--- src/rtl/qspd_pkg.sv ---
package qspd_pkg;

    // Widths of the fixed fields.
    localparam int unsigned BYTE_W  = 8;
    localparam int unsigned COUNT_W = 6;
    localparam int unsigned STAT_W  = 2;

    // Default pair cap, the reset value of the pair limit and the queue depth.
    localparam int unsigned MAX_PAIRS_DEF   = 32;
    localparam int unsigned QUEUE_DEPTH_DEF = 4;
    localparam logic [COUNT_W-1:0] PAIR_LIMIT_RESET = 6'd32;

    // Status codes carried with every result.
    localparam logic [STAT_W-1:0] ST_OK         = 2'd0;
    localparam logic [STAT_W-1:0] ST_BAD_ESCAPE = 2'd1;
    localparam logic [STAT_W-1:0] ST_TOO_MANY   = 2'd2;

    // Progress through a percent escape.
    localparam logic [1:0] ESC_NONE   = 2'd0;
    localparam logic [1:0] ESC_FIRST  = 2'd1;
    localparam logic [1:0] ESC_SECOND = 2'd2;

    // Characters with a meaning in the query syntax.
    localparam logic [BYTE_W-1:0] CH_PLUS    = 8'h2B;
    localparam logic [BYTE_W-1:0] CH_PERCENT = 8'h25;
    localparam logic [BYTE_W-1:0] CH_SPACE   = 8'h20;
    localparam logic [BYTE_W-1:0] CH_AMP     = 8'h26;
    localparam logic [BYTE_W-1:0] CH_EQUALS  = 8'h3D;

    // One decoded result as it travels through the queue.
    typedef struct packed {
        logic [BYTE_W-1:0]  out_byte;
        logic               byte_valid;
        logic               in_value;
        logic               pair_done;
        logic               stream_done;
        logic [STAT_W-1:0]  status;
        logic [COUNT_W-1:0] pair_total;
    } t_result;

    localparam int unsigned RESULT_W = $bits(t_result);

    // Hex digit decode: bit 4 says the character is a digit, bits 3:0 hold its value.
    function automatic logic [4:0] hex_decode(input logic [BYTE_W-1:0] c);
        logic [BYTE_W-1:0] d;
        logic [4:0]        r;
        d = '0;
        r = '0;
        if (c >= 8'h30 && c <= 8'h39) begin
            d = c - 8'h30;
            r = {1'b1, d[3:0]};
        end else if (c >= 8'h61 && c <= 8'h66) begin
            d = c - 8'h57;
            r = {1'b1, d[3:0]};
        end else if (c >= 8'h41 && c <= 8'h46) begin
            d = c - 8'h37;
            r = {1'b1, d[3:0]};
        end
        return r;
    endfunction

endpackage

--- src/rtl/qspd_fifo.sv ---
module qspd_fifo #(
    parameter int unsigned WIDTH = 20,
    parameter int unsigned DEPTH = 4
) (
    input  logic             i_clk,
    input  logic             i_rst_n,
    input  logic             i_push,
    input  logic [WIDTH-1:0] i_wdata,
    input  logic             i_pop,
    output logic [WIDTH-1:0] o_rdata,
    output logic             o_full,
    output logic             o_empty
);

    localparam int unsigned PTR_W = (DEPTH > 1) ? $clog2(DEPTH) : 1;
    localparam int unsigned CNT_W = $clog2(DEPTH + 1);

    logic [WIDTH-1:0] r_mem [DEPTH];
    logic [PTR_W-1:0] r_wr_ptr, n_wr_ptr;
    logic [PTR_W-1:0] r_rd_ptr, n_rd_ptr;
    logic [CNT_W-1:0] r_count,  n_count;

    assign o_full  = (r_count == CNT_W'(DEPTH));
    assign o_empty = (r_count == '0);
    assign o_rdata = r_mem[r_rd_ptr];

    // Pointer and fill count updates.
    always_comb begin
        n_wr_ptr = r_wr_ptr;
        n_rd_ptr = r_rd_ptr;
        n_count  = r_count;
        if (i_push) begin
            n_wr_ptr = (r_wr_ptr == PTR_W'(DEPTH - 1)) ? '0 : r_wr_ptr + 1'b1;
        end
        if (i_pop) begin
            n_rd_ptr = (r_rd_ptr == PTR_W'(DEPTH - 1)) ? '0 : r_rd_ptr + 1'b1;
        end
        if (i_push && !i_pop) begin
            n_count = r_count + 1'b1;
        end else if (!i_push && i_pop) begin
            n_count = r_count - 1'b1;
        end
    end

    always_ff @(posedge i_clk) begin
        if (!i_rst_n) begin
            r_wr_ptr <= '0;
            r_rd_ptr <= '0;
            r_count  <= '0;
        end else begin
            r_wr_ptr <= n_wr_ptr;
            r_rd_ptr <= n_rd_ptr;
            r_count  <= n_count;
        end
    end

    // Storage needs no reset.
    always_ff @(posedge i_clk) begin
        if (i_push) begin
            r_mem[r_wr_ptr] <= i_wdata;
        end
    end

    a_no_overflow: assert property (@(posedge i_clk) disable iff (!i_rst_n)
        i_push |-> (!o_full || i_pop))
        else $error("queue written while full");

    a_no_underflow: assert property (@(posedge i_clk) disable iff (!i_rst_n)
        i_pop |-> !o_empty)
        else $error("queue read while empty");

    a_count_step: assert property (@(posedge i_clk) disable iff (!i_rst_n)
        (i_push && !i_pop) |=> (r_count == $past(r_count) + 1'b1))
        else $error("fill count did not follow a write");

endmodule

--- src/rtl/qspd_front.sv ---
module qspd_front #(
    parameter int unsigned MAX_PAIRS = qspd_pkg::MAX_PAIRS_DEF
) (
    input  logic                             i_clk,
    input  logic                             i_rst_n,
    input  logic                             i_s_tvalid,
    input  logic                             i_ready,
    input  logic [qspd_pkg::BYTE_W-1:0]      i_s_tdata,
    input  logic                             i_s_tlast,
    input  logic                             i_s_tuser,
    input  logic                             i_cfg_we,
    input  logic [qspd_pkg::COUNT_W-1:0]     i_cfg_wdata,
    output logic                             o_push,
    output qspd_pkg::t_result                o_res
);

    import qspd_pkg::*;

    localparam logic [COUNT_W-1:0] LIMIT_CAP = COUNT_W'(MAX_PAIRS);

    // Per-string decoder state and the pair limit register.
    logic               r_phase,  n_phase;
    logic [1:0]         r_esc,    n_esc;
    logic [3:0]         r_hn,     n_hn;
    logic [COUNT_W-1:0] r_ps,     n_ps;
    logic               r_failed, n_failed;
    logic               r_open,   n_open;
    logic [COUNT_W-1:0] r_pair_limit;

    logic               accept;
    logic [COUNT_W-1:0] limit_now;
    logic [4:0]         hex;
    logic               err;
    logic [STAT_W-1:0]  err_code;
    logic               pdone;
    logic               bvalid;
    logic [BYTE_W-1:0]  obyte;
    logic               res_push;

    assign accept    = i_s_tvalid && i_ready;
    assign limit_now = (r_pair_limit > LIMIT_CAP) ? LIMIT_CAP : r_pair_limit;
    assign hex       = hex_decode(i_s_tdata);
    assign o_push    = accept && res_push;

    // Classify the beat and work out the next state and the result, if any.
    always_comb begin
        n_phase  = r_phase;
        n_esc    = r_esc;
        n_hn     = r_hn;
        n_ps     = r_ps;
        n_failed = r_failed;
        n_open   = r_open;
        err      = 1'b0;
        err_code = ST_OK;
        pdone    = 1'b0;
        bvalid   = 1'b0;
        obyte    = '0;
        res_push = 1'b0;
        o_res    = '0;

        if (r_failed) begin
            // Drop everything until the end of the string.
            if (i_s_tlast) begin
                n_failed = 1'b0;
                n_phase  = 1'b0;
                n_esc    = ESC_NONE;
                n_hn     = '0;
                n_ps     = '0;
                n_open   = 1'b0;
            end
        end else if (!(i_s_tuser && !i_s_tlast)) begin
            if (!i_s_tuser) begin
                if (!r_open && (r_ps >= limit_now)) begin
                    err      = 1'b1;
                    err_code = ST_TOO_MANY;
                end else begin
                    n_open = 1'b1;
                    if (i_s_tdata == CH_AMP) begin
                        if (r_esc != ESC_NONE) begin
                            err      = 1'b1;
                            err_code = ST_BAD_ESCAPE;
                        end else begin
                            n_ps    = r_ps + 1'b1;
                            n_open  = 1'b0;
                            n_phase = 1'b0;
                            pdone   = 1'b1;
                        end
                    end else if (r_esc != ESC_NONE) begin
                        if (!hex[4]) begin
                            err      = 1'b1;
                            err_code = ST_BAD_ESCAPE;
                        end else if (r_esc == ESC_FIRST) begin
                            n_hn  = hex[3:0];
                            n_esc = ESC_SECOND;
                        end else begin
                            obyte  = {r_hn, hex[3:0]};
                            bvalid = 1'b1;
                            n_esc  = ESC_NONE;
                        end
                    end else if (i_s_tdata == CH_EQUALS && !r_phase) begin
                        n_phase = 1'b1;
                    end else if (i_s_tdata == CH_PLUS) begin
                        obyte  = CH_SPACE;
                        bvalid = 1'b1;
                    end else if (i_s_tdata == CH_PERCENT) begin
                        n_esc = ESC_FIRST;
                    end else begin
                        obyte  = i_s_tdata;
                        bvalid = 1'b1;
                    end
                end
            end

            // The end of the string closes an open pair or exposes a cut-off escape.
            if (!err && i_s_tlast) begin
                if (n_esc != ESC_NONE) begin
                    err      = 1'b1;
                    err_code = ST_BAD_ESCAPE;
                end else if (n_open) begin
                    n_ps  = n_ps + 1'b1;
                    pdone = 1'b1;
                end
            end

            if (err) begin
                res_push          = 1'b1;
                o_res.stream_done = 1'b1;
                o_res.status      = err_code;
                o_res.pair_total  = r_ps;
                n_failed          = !i_s_tlast;
            end else begin
                res_push          = bvalid || pdone || i_s_tlast;
                o_res.out_byte    = obyte;
                o_res.byte_valid  = bvalid;
                o_res.in_value    = bvalid && r_phase;
                o_res.pair_done   = pdone;
                o_res.stream_done = i_s_tlast;
                o_res.status      = ST_OK;
                o_res.pair_total  = n_ps;
            end

            // Every string starts afresh after its last beat.
            if (i_s_tlast) begin
                n_failed = 1'b0;
                n_phase  = 1'b0;
                n_esc    = ESC_NONE;
                n_hn     = '0;
                n_ps     = '0;
                n_open   = 1'b0;
            end
        end
    end

    always_ff @(posedge i_clk) begin
        if (!i_rst_n) begin
            r_phase      <= 1'b0;
            r_esc        <= ESC_NONE;
            r_hn         <= '0;
            r_ps         <= '0;
            r_failed     <= 1'b0;
            r_open       <= 1'b0;
            r_pair_limit <= PAIR_LIMIT_RESET;
        end else begin
            if (accept) begin
                r_phase  <= n_phase;
                r_esc    <= n_esc;
                r_hn     <= n_hn;
                r_ps     <= n_ps;
                r_failed <= n_failed;
                r_open   <= n_open;
            end
            if (i_cfg_we) begin
                r_pair_limit <= i_cfg_wdata;
            end
        end
    end

    a_failed_silent: assert property (@(posedge i_clk) disable iff (!i_rst_n)
        r_failed |-> !o_push)
        else $error("result produced while dropping a failed string");

    a_error_latches: assert property (@(posedge i_clk) disable iff (!i_rst_n)
        (o_push && o_res.status != ST_OK && !i_s_tlast) |=> r_failed)
        else $error("error report did not enter the failed state");

    a_last_clears: assert property (@(posedge i_clk) disable iff (!i_rst_n)
        (accept && i_s_tlast) |=> (r_ps == '0 && !r_open && !r_failed && r_esc == ESC_NONE))
        else $error("string state not cleared after the last beat");

endmodule

--- src/rtl/qspd_back.sv ---
module qspd_back (
    input  logic              i_clk,
    input  logic              i_rst_n,
    input  qspd_pkg::t_result i_res,
    input  logic              i_empty,
    output logic              o_pop,
    output logic              o_m_tvalid,
    input  logic              i_m_tready,
    output logic [23:0]       o_m_tdata,  // out_byte[7:0], pair_done[8], status[10:9],
                                          // pair_total[16:11], zero[23:17]
    output logic              o_m_tlast,  // stream_done
    output logic [1:0]        o_m_tuser   // byte_valid[0], in_value[1]
);

    import qspd_pkg::*;

    logic    r_valid;
    t_result r_res;

    // Refill the output register whenever it is empty or being drained.
    assign o_pop = !i_empty && (!r_valid || i_m_tready);

    always_ff @(posedge i_clk) begin
        if (!i_rst_n) begin
            r_valid <= 1'b0;
        end else if (o_pop) begin
            r_valid <= 1'b1;
        end else if (i_m_tready) begin
            r_valid <= 1'b0;
        end
    end

    always_ff @(posedge i_clk) begin
        if (o_pop) begin
            r_res <= i_res;
        end
    end

    // Pack the result onto the master-side beat.
    assign o_m_tvalid = r_valid;
    assign o_m_tdata  = {7'd0, r_res.pair_total, r_res.status, r_res.pair_done, r_res.out_byte};
    assign o_m_tlast  = r_res.stream_done;
    assign o_m_tuser  = {r_res.in_value, r_res.byte_valid};

    a_hold_unless_taken: assert property (@(posedge i_clk) disable iff (!i_rst_n)
        (r_valid && !i_m_tready) |-> !o_pop)
        else $error("output register overwritten while stalled");

    a_refill_valid: assert property (@(posedge i_clk) disable iff (!i_rst_n)
        o_pop |=> r_valid)
        else $error("output register not valid after a refill");

    a_drain: assert property (@(posedge i_clk) disable iff (!i_rst_n)
        (r_valid && i_m_tready && i_empty) |=> !r_valid)
        else $error("output beat repeated after it was taken");

endmodule

--- src/rtl/query_string_pair_decoder.sv ---
// Query string pair decoder.
// Slave side: one raw byte of a URL-encoded query string per beat in
// s_tdata; s_tlast marks the final beat of the string and s_tuser set means
// the beat carries no byte (only useful together with s_tlast, to end a
// string without a further byte). Master side: at most one result per input
// beat, carrying the decoded byte with its name/value tag, pair completion,
// end of string, status and the running pair count.
// The pair limit is to be written through i_cfg_we/i_cfg_wdata only while
// the block is idle; the block itself does not enforce this. Values above
// MAX_PAIRS act as MAX_PAIRS. Throughput is one beat per cycle while the
// queue is not full: the front classifies a beat in the cycle it is
// accepted and writes its result into a small queue, and the back moves
// queue entries into the output register whenever that register is empty
// or being drained. A stalled receiver fills the queue; s_tready falls only
// once the queue is full.
// Reset clears the string state, empties the queue and the output register,
// and sets the pair limit to 32.
module query_string_pair_decoder #(
    parameter int unsigned MAX_PAIRS   = qspd_pkg::MAX_PAIRS_DEF,
    parameter int unsigned QUEUE_DEPTH = qspd_pkg::QUEUE_DEPTH_DEF
) (
    input  logic        i_clk,
    input  logic        i_rst_n,
    input  logic        i_s_tvalid,
    output logic        o_s_tready,
    input  logic [7:0]  i_s_tdata,   // in_byte[7:0]
    input  logic        i_s_tlast,   // is_last
    input  logic        i_s_tuser,   // no_byte
    output logic        o_m_tvalid,
    input  logic        i_m_tready,
    output logic [23:0] o_m_tdata,   // out_byte[7:0], pair_done[8], status[10:9],
                                     // pair_total[16:11], zero[23:17]
    output logic        o_m_tlast,   // stream_done
    output logic [1:0]  o_m_tuser,   // byte_valid[0], in_value[1]
    input  logic        i_cfg_we,
    input  logic [5:0]  i_cfg_wdata  // pair_limit
);

    import qspd_pkg::*;

    logic                push;
    logic                pop;
    logic                full;
    logic                empty;
    t_result             front_res;
    t_result             back_res;
    logic [RESULT_W-1:0] q_rdata;

    assign o_s_tready = !full;
    assign back_res   = t_result'(q_rdata);

    qspd_front #(
        .MAX_PAIRS (MAX_PAIRS)
    ) u_front (
        .i_clk       (i_clk),
        .i_rst_n     (i_rst_n),
        .i_s_tvalid  (i_s_tvalid),
        .i_ready     (o_s_tready),
        .i_s_tdata   (i_s_tdata),
        .i_s_tlast   (i_s_tlast),
        .i_s_tuser   (i_s_tuser),
        .i_cfg_we    (i_cfg_we),
        .i_cfg_wdata (i_cfg_wdata),
        .o_push      (push),
        .o_res       (front_res)
    );

    qspd_fifo #(
        .WIDTH (RESULT_W),
        .DEPTH (QUEUE_DEPTH)
    ) u_queue (
        .i_clk   (i_clk),
        .i_rst_n (i_rst_n),
        .i_push  (push),
        .i_wdata (front_res),
        .i_pop   (pop),
        .o_rdata (q_rdata),
        .o_full  (full),
        .o_empty (empty)
    );

    qspd_back u_back (
        .i_clk      (i_clk),
        .i_rst_n    (i_rst_n),
        .i_res      (back_res),
        .i_empty    (empty),
        .o_pop      (pop),
        .o_m_tvalid (o_m_tvalid),
        .i_m_tready (i_m_tready),
        .o_m_tdata  (o_m_tdata),
        .o_m_tlast  (o_m_tlast),
        .o_m_tuser  (o_m_tuser)
    );

endmodule

--- config.mk ---
export PLATFORM = sky130hd
export DESIGN_NAME = query_string_pair_decoder
export DESIGN_NICKNAME = d
export VERILOG_FILES = /design/src/rtl/qspd_pkg.sv /design/src/rtl/qspd_fifo.sv /design/src/rtl/qspd_front.sv /design/src/rtl/qspd_back.sv /design/src/rtl/query_string_pair_decoder.sv
export SDC_FILE = /design/constraint.sdc
export NUM_CORES = 1
export LEC_CHECK = 0
export BUFFER_PORTS_ARGS = -buffer_cell sky130_fd_sc_hd__buf_2
export CAP_MARGIN = 20
export CORE_MARGIN = 4
export CORE_UTILIZATION = 60
export CTS_CLUSTER_SIZE = 28
export DETAILED_ROUTE_END_ITERATION = 6
export PLACE_DENSITY = 0.8
export SYNTH_ARGS = -nofsm -noshare
export SYNTH_HDL_FRONTEND = slang
export SYNTH_SLANG_ARGS = --single-unit
--- constraint.sdc ---
create_clock -name i_clk -period 4.15 [get_ports i_clk]
set_clock_uncertainty 0.1 [all_clocks]
set_input_delay 0.415 -clock i_clk [delete_from_list [all_inputs] [get_ports i_clk]]
set_output_delay 0.415 -clock i_clk [all_outputs]
set_load 0.01 [all_outputs]
==> After elaboration in Yosys (flattened, before gate mapping) <==
Memory sizes are Yosys's and may differ from the RTL's. A register that Yosys moved wholly into a read port is not among the register bits.
Cells that the tools add are included.
{ "op_classes": {"add_sub_neg": 9, "magnitude_cmp": 8, "n_eq_ne": 14, "mux": 129, "reduce_logical": 37} }
{ "ops": {"columns": ["op", "count"], "rows": [
  ["6-bit 2-to-1 mux", 14],
  ["8-bit 2-to-1 mux", 9],
  ["1-bit 2-to-1 mux", 64],
  ["2-bit 2-to-1 mux", 23],
  ["20-bit 2-to-1 mux", 2],
  ["4-bit 2-to-1 mux", 10],
  ["8-bit by 6-bit == test with 1-bit output, second input constant", 4],
  ["8-bit by 7-bit >= comparator with 1-bit output, second input constant", 2],
  ["8-bit by 7-bit <= comparator with 1-bit output, second input constant", 2],
  ["5-bit 2-to-1 mux", 3],
  ["1-bit logical AND", 13],
  ["6-bit by 1-bit adder with 6-bit output, second input constant", 2],
  ["3-bit by 2-bit inequality test with 1-bit output, second input constant", 4],
  ["11-bit 2-to-1 mux", 1],
  ["1-bit logical NOT", 9],
  ["9-bit 2-to-1 mux", 1],
  ["9-bit AND reduction", 1],
  ["3-bit nonzero test", 3],
  ["8-bit by 6-bit >= comparator with 1-bit output, second input constant", 1],
  ["8-bit by 6-bit <= comparator with 1-bit output, second input constant", 1],
  ["2-bit nonzero test", 4],
  ["4-bit by 3-bit subtractor with 4-bit output, second input constant", 2],
  ["7-bit AND reduction", 1],
  ["6-bit >= comparator", 1],
  ["other kinds (15)", 20]
]} }
{ "word_totals": {"register_bits": 29, "ramBits": 80, "in_bits": 21, "out_inout_bits": 29, "word_cells": 209, "n_memories": 1} }
{ "memory_table": {"columns": ["memory", "words", "width", "read_ports", "rd_clocked_by_memory_dff", "write_ports", "line_no", "source"], "rows": [
  ["u_queue.r_mem", 4, 20, 1, 1, 1, "qspd_fifo.sv:18", "logic [WIDTH-1:0] r_mem [DEPTH];"]
]} }

==> Logic depth before layout (Yosys ltp) <==
{ "depth": {"ltp_word": 27, "mapped_depth": 15, "depth_no_buf": 15} }

==> Hierarchy <==
From an unflattened synthesis, not the netlist that was laid out.
{ "hier_totals": {"hier_cells": 465, "hier_area_um2": 6169.7} }
{ "modules_own_cells": {"columns": ["mod", "n_inst", "cells_each", "area_each_um2", "seq_area_each_um2"], "rows": [
  ["qspd_fifo", 1, 148, 3343.2, 2582.5],
  ["qspd_front", 1, 284, 2122.0, 420.4],
  ["qspd_back", 1, 32, 700.7, 620.6],
  ["query_string_pair_decoder", 1, 1, 3.8, 0.0]
]} }

==> Worst setup path after synthesis <==
No wires, ideal clock.
{ "synth_path": {"kind": "input -> register", "start": "in i_s_tdata[0]", "end": "reg u_queue.r_count[2]", "setup_time_ps": 72, "arrival_ps": 3256, "setup_slack_ps": 722, "stages": 14, "path_cell_list": "inv_1 -> ha_1 -> nor2_1 -> o211ai_1 -> a2111oi_0 -> a211oi_1 -> o211a_1 -> nor2_1 -> ha_1 -> inv_1 -> fa_1 -> xor2_1 -> or3_1 -> a21oi_1"} }
{ "synth_via": {"elab_chain_len": 26, "word_cells_on_any_way": 75} }
{ "synth_rtl": {"columns": ["item", "line_no", "source"], "rows": [
  ["start: declaration", "query_string_pair_decoder.sv:26", "input logic [7:0] i_s_tdata,"],
  ["8-bit by 7-bit >= comparator with 1-bit output or 8-bit by 7-bit <= comparator with 1-bit output (tied branches)", "qspd_pkg.sv:55", "end else if (c >= 8'h41 && c <= 8'h46) begin"],
  ["1-bit logical AND", "qspd_pkg.sv:55", null],
  ["5-bit 2-to-1 mux", "qspd_pkg.sv:55", null],
  ["5-bit 2-to-1 mux", "qspd_pkg.sv:52", "end else if (c >= 8'h61 && c <= 8'h66) begin"],
  ["5-bit 2-to-1 mux", "qspd_pkg.sv:49", "if (c >= 8'h30 && c <= 8'h39) begin"],
  ["2-bit 2-to-1 mux or 1-bit 2-to-1 mux (tied branches)", "qspd_front.sv:89", "if (!hex[4]) begin"],
  ["2-bit 2-to-1 mux or 1-bit 2-to-1 mux (tied branches)", "qspd_front.sv:88", "end else if (r_esc != ESC_NONE) begin"],
  ["2-bit 2-to-1 mux or 1-bit 2-to-1 mux (tied branches)", "qspd_front.sv:78", "if (i_s_tdata == CH_AMP) begin"],
  ["[11 not listed]", null, null],
  ["1-bit 2-to-1 mux *", "qspd_front.sv:125", "if (err) begin"],
  ["1-bit 2-to-1 mux *", "qspd_front.sv:71", "end else if (!(i_s_tuser && !i_s_tlast)) begin"],
  ["1-bit 2-to-1 mux *", "qspd_front.sv:61", "if (r_failed) begin"],
  ["1-bit logical AND *", "qspd_front.sv:43", "assign o_push = accept && res_push;"],
  ["via push", "query_string_pair_decoder.sv:41", "logic push;"],
  ["1-bit logical NOT", "qspd_fifo.sv:40", "end else if (!i_push && i_pop) begin"],
  ["1-bit logical AND", "qspd_fifo.sv:40", null],
  ["2-bit nonzero test (no line)", null, null],
  ["end signal: assignment", "qspd_fifo.sv:53", "r_count <= n_count;"],
  ["end: declaration", "qspd_fifo.sv:21", "logic [CNT_W-1:0] r_count, n_count;"]
]} }
Mark *: on every way through the listed nets, which the timed path passes. The rest lies on a longest branch. The select of a mux whose other input is x is not followed.
A chain may end at the register's enable or synchronous reset.

==> Worst setup path after layout <==
{ "layout_path": {"start": "reg u_front.r_pair_limit[5]", "end": "reg u_queue.r_count[2]"} }
{ "layout_via": {"elab_chain_len": 22, "word_cells_on_any_way": 45} }
{ "layout_rtl": {"columns": ["item", "line_no", "source"], "rows": [
  ["start: declaration", "qspd_front.sv:28", "logic [COUNT_W-1:0] r_pair_limit;"],
  ["start signal: assignment", "qspd_front.sv:173", "r_pair_limit <= i_cfg_wdata;"],
  ["6-bit greater-than comparator", "qspd_front.sv:41", "assign limit_now = (r_pair_limit > LIMIT_CAP) ? LIMIT_CAP : r_pair_limit;"],
  ["6-bit 2-to-1 mux *", "qspd_front.sv:41", null],
  ["6-bit >= comparator *", "qspd_front.sv:73", "if (!r_open && (r_ps >= limit_now)) begin"],
  ["1-bit logical AND *", "qspd_front.sv:73", null],
  ["1-bit 2-to-1 mux or 2-bit 2-to-1 mux (tied branches)", "qspd_front.sv:73", null],
  ["1-bit 2-to-1 mux or 2-bit 2-to-1 mux (tied branches)", "qspd_front.sv:72", "if (!i_s_tuser) begin"],
  ["1-bit 2-to-1 mux or 2-bit 2-to-1 mux (tied branches)", "qspd_front.sv:71", null],
  ["1-bit 2-to-1 mux or 2-bit 2-to-1 mux (tied branches)", "qspd_front.sv:61", null],
  ["[7 not listed]", null, null],
  ["1-bit 2-to-1 mux *", "qspd_front.sv:125", null],
  ["1-bit 2-to-1 mux *", "qspd_front.sv:71", null],
  ["1-bit 2-to-1 mux *", "qspd_front.sv:61", null],
  ["1-bit logical AND *", "qspd_front.sv:43", null],
  ["via push", "query_string_pair_decoder.sv:41", null],
  ["1-bit logical NOT", "qspd_fifo.sv:40", null],
  ["1-bit logical AND", "qspd_fifo.sv:40", null],
  ["2-bit nonzero test (no line)", null, null]
]} }
Marks and branches as above.

==> results_tabular.tex <==
\begin{tabular}{lr}
\hline
Metric & Value \\
\hline
\multicolumn{2}{l}{\textbf{Run status}} \\
\quad Status & finished, final reports clean \\
\multicolumn{2}{l}{\textbf{Power and ir drop}} \\
\quad Leakage & 0.00259 uW \\
\quad Switching power & 1100 uW \\
\quad Sequential cell fraction of total power & 43.1\% \\
\quad Proportion of total power due to net switching & 26.9\% \\
\quad Logic pwr share & 19.4\% \\
\quad Clock network fraction of design power & 37.4\% \\
\quad Power density over the cells & 585 mW/mm2 \\
\quad Internal power contribution & 2980 uW \\
\quad Peak VDD IR & 0.363 mV \\
\quad Overall power after layout & 4080 uW \\
\multicolumn{2}{l}{\textbf{Logic synthesis}} \\
\quad Netlist cell types & 75 \\
\quad Cell type with the largest total area after synthesis & edfxtp\_1 \\
\quad Avg Cell Area, Syn & 13.6 um2 \\
\quad Leading cell types by total area after synthesis & edfxtp\_1 50\%, dfxtp\_1 9.7\%, mux4\_2 7.5\% \\
\quad Post-synth EDFFs & 100 \\
\quad Post-Syn Area & 0.00600 mm2 \\
\quad Synthesis warning total & 0 \\
\quad Area fraction of the dominant cell type after synthesis & 50.1\% \\
\quad Post-Syn Instances & 440 \\
\quad Sequential-to-total area share from yosys stat & 59.8\% \\
\quad Post-synthesis async set-or-reset flop share & 0\% \\
\quad Top FF cell, synth & edfxtp\_1 \\
\quad \#FFs+latches synth & 129 \\
\multicolumn{2}{l}{\textbf{Routing}} \\
\quad Post-detailed-route count of antenna-violating nets & 0 \\
\quad Drt drc & 0 \\
\quad First-iteration detailed-routing DRC count & 211 \\
\quad Via-to-Cell Ratio & 5.97 \\
\quad Router iterations before antenna repair & 5 \\
\quad Total wire length after detailed routing & 12,400 um \\
\quad Total via count in the routed design & 3,840 \\
\quad Avg WL per Cell & 19.3 um \\
\multicolumn{2}{l}{\textbf{Global route}} \\
\quad Number of global-route vias before repair & 3,782 \\
\quad Total grt overflow & 0 \\
\quad Initial antenna violation count & 0 \\
\quad Global-route wire length before repair & 19,500 um \\
\quad Pin count of the biggest net entering global routing & 23 \\
\quad Tot GR Track Use & 22.6\% \\
\multicolumn{2}{l}{\textbf{Placement}} \\
\quad IO Port Bufs & 42 \\
\quad Routability congestion estimate from global placement & 0.894 \\
\quad Placed standard-cell area & 0.00635 mm2 \\
\quad Detailed placement HPWL & 8050 um \\
\multicolumn{2}{l}{\textbf{Clock network}} \\
\quad Clock latency at the later pin of the worst-skew pair & 530 ps \\
\quad Post-CTS Setup Bufs & 0 \\
\quad CTS H-Tree Depth & 4 \\
\quad Root Driver & clkbuf\_8 \\
\quad Clk sink count & 129 \\
\quad Cells resized by post-CTS repair & 0 \\
\quad Maximum clock insertion buffer count & 2 \\
\quad TritonCTS clock tree & done \\
\quad Number of hold-repair buffers added at the cts stage & 1 \\
\quad Number of buffers inserted during clock tree synthesis & 17 \\
\quad Reg clk slew, reported paths & 60 ps \\
\multicolumn{2}{l}{\textbf{Setup path}} \\
\quad Kind of start point of the critical path & flip-flop \\
\quad Req. time, crit path & 4490 ps \\
\quad Launch instance of the worst register-to-register path & u\_front.r\_pair\_limit[5] \\
\quad Count of cells along the worst register-to-register path & 15 \\
\quad Worst Setup End Kind & flip-flop \\
\quad Worst reg2reg setup slack & 320 ps \\
\quad Worst Path Arrival & 4170 ps \\
\quad Crit Path Max Fanout & 7 \\
\quad Worst R2R End & u\_queue.r\_count[2] \\
\quad Category of the critical setup timing path & flip-flop to flip-flop \\
\multicolumn{2}{l}{\textbf{Floorplan}} \\
\quad Boundary Pins & 50 \\
\quad Initial core utilization & 61.3\% \\
\quad Die height & 108 um \\
\quad Die Area & 0.0117 mm2 \\
\quad Horizontal die dimension & 108 um \\
\quad Number of core rows & 36 \\
\quad Core Footprint & 0.00977 mm2 \\
\multicolumn{2}{l}{\textbf{Min path}} \\
\quad Hold Path Sink & u\_front.r\_pair\_limit[3] \\
\quad Worst Hold Depth & 3 \\
\quad Worst Hold Launch & i\_cfg\_wdata[3] \\
\quad Type of the tightest min-delay check & input port to flip-flop \\
\multicolumn{2}{l}{\textbf{Layout}} \\
\quad Antenna diode instance count & 0 \\
\quad Most frequent standard cell in the layout excluding fill and tap cells & edfxtp\_1 \\
\quad Number of nets in the layout & 537 \\
\quad Synth-to-Final Area Change & 16.3\% \\
\quad Final design instance area without fill & 0.00697 mm2 \\
\quad Fraction of final layout cells with drive strength greater than 1 & 23.1\% \\
\quad Layout filler cell count & 663 \\
\quad Highest-count cells in the layout ignoring fill and taps & 100 x edfxtp\_1, 42 x buf\_2, 35 x nor2\_1, 33 x nand2\_1, 29 x dfxtp\_1 \\
\multicolumn{2}{l}{\textbf{STA}} \\
\quad Final max-slew violation count & 0 \\
\quad Transition time at the pin with the least slew margin & 1090 ps \\
\quad Worst slew margin & 27.0\% \\
\quad Highest achievable clock rate & 261 MHz \\
\quad Final period demand of the worst path & 3830 ps \\
\quad Total setup violations reported at the end of the flow & 0 \\
\quad Unrepaired setup endpoints after global routing & false \\
\quad Final period util & 92.4\% \\
\quad Final Hold Viols & 0 \\
\quad Final sum of negative setup slack & 0 ps \\
\multicolumn{2}{l}{\textbf{Run}} \\
\quad Count of maximum capacitance violations & 0 \\
\hline
\end{tabular}
synth_stat cells, types with 3 or more instances:
| library cell | instances |
|---|---|
| a211oi_1 | 3 |
| a21o_1 | 5 |
| a21oi_1 | 18 |
| a22oi_1 | 7 |
| a31oi_1 | 4 |
| and2_1 | 10 |
| and3_1 | 3 |
| buf_1 | 3 |
| buf_4 | 7 |
| clkbuf_1 | 8 |
| dfxtp_1 | 29 |
| edfxtp_1 | 100 |
| ha_1 | 18 |
| inv_1 | 16 |
| mux2i_1 | 15 |
| mux4_2 | 20 |
| nand2_1 | 33 |
| nand2b_1 | 4 |
| nand3_1 | 9 |
| nand4_1 | 5 |
| nor2_1 | 35 |
| nor3_1 | 8 |
| o21a_1 | 3 |
| o21ai_0 | 8 |
| or3_1 | 3 |
| xnor2_1 | 5 |
power by group through the flow:
stage	Combinational [uW]	Clock [uW]	Sequential, uW
4_1_cts	805	1550	1760
6_report	792	1530	1760
3_5_place_dp	777	0	1780
2_1_floorplan	506	0	1780
3_3_place_gp	751	0	1770
5_1_grt	861	1610	1780
kinds of logic after synthesis:
logic type      count (synthesis)  synth area share, %
compound gates                 77                 10.1
xor+xnor                        7                 1.02
fa+ha+maj                      19                 4.09
buf+inv                        39                 3.17
flops                         129                 59.8
mux                            36                 10.2
other cells                     1               0.0625
simple gates                  132                 11.6
sequential cells by signal (all words and copies together) (netlist names):
| signal | flops |
|---|---|
| u_front.r_hn | 4 |
| u_queue.r_count | 3 |
| u_front.r_failed | 1 |
| u_back.o_m_tvalid | 1 |
| u_front.r_pair_limit | 6 |
| u_queue.r_rd_ptr | 2 |
| u_queue.r_wr_ptr | 2 |
| u_back.o_m_tdata | 17 |
| u_front.r_open | 1 |
| u_back.o_m_tuser | 2 |
| u_front.r_ps | 6 |
| u_front.r_esc | 2 |
| u_queue.r_mem | 80 |
| u_front.r_phase | 1 |
| u_back.o_m_tlast | 1 |
worst max-delay path by stage:
stage	start	to	slack, ps	cells past startpoint
2_1_floorplan	i_s_tdata[0]	u_queue.r_count[2]	720	14
3_3_place_gp	i_s_tdata[0]	u_queue.r_count[2]	390	16
3_5_place_dp	i_s_tdata[0]	u_queue.r_count[2]	280	16
4_1_cts	u_front.r_pair_limit[5]	u_queue.r_count[2]	320	15
5_1_grt	u_front.r_pair_limit[5]	u_queue.r_count[2]	1	15
6_report	u_front.r_pair_limit[5]	u_queue.r_count[2]	320	15
metal layers:
layer / track usage, % / part of all wire, %
met5: 0 / 0
met1: 28.5 / 42
met4: 8.03 / 2.0
met2: 37.7 / 50
met3: 6.15 / 5.9
worst max-delay path, cell delays in order (launching register included):
cell      delay (ps)
dfxtp_1          310
inv_1            140
nand2_1           80
ha_1             310
nand3b_1          80
o22ai_1          440
a21o_1           300
a211oi_1         140
o211a_1          190
nor2_1           220
ha_1             240
inv_1             70
fa_1             440
xor2_1           190
or3_1            340
a21oi_1          140
per-stage QoR:
| stage | instances | util [%] | hold WS (ps) | setup slack, ps |
|---|---|---|---|---|
| after detailed placement | 610 | 65.0 | 371 | 278 |
| after CTS | 643 | 71.3 | 6.57 | 315 |
| after global placement | 610 | 65.0 | 349 | 388 |
| after floorplan | 446 | - | 334 | 722 |
| after global routing | 643 | 71.3 | 23.5 | 1.32 |
| final | 643 | 71.3 | 19.6 | 316 |
layout make-up:
type,instances,area [um2],share of cell area [%]
clock buffers,18,418,6.00
repair buffers,54,303,4.34
flip-flops and latches,129,3580,51.4
multi-input cells,278,2250,32.3
inverters,17,63.8,0.915
well taps,133,166,2.39
clock inverters,14,188,2.69
Power figures use the tool's default switching activity.
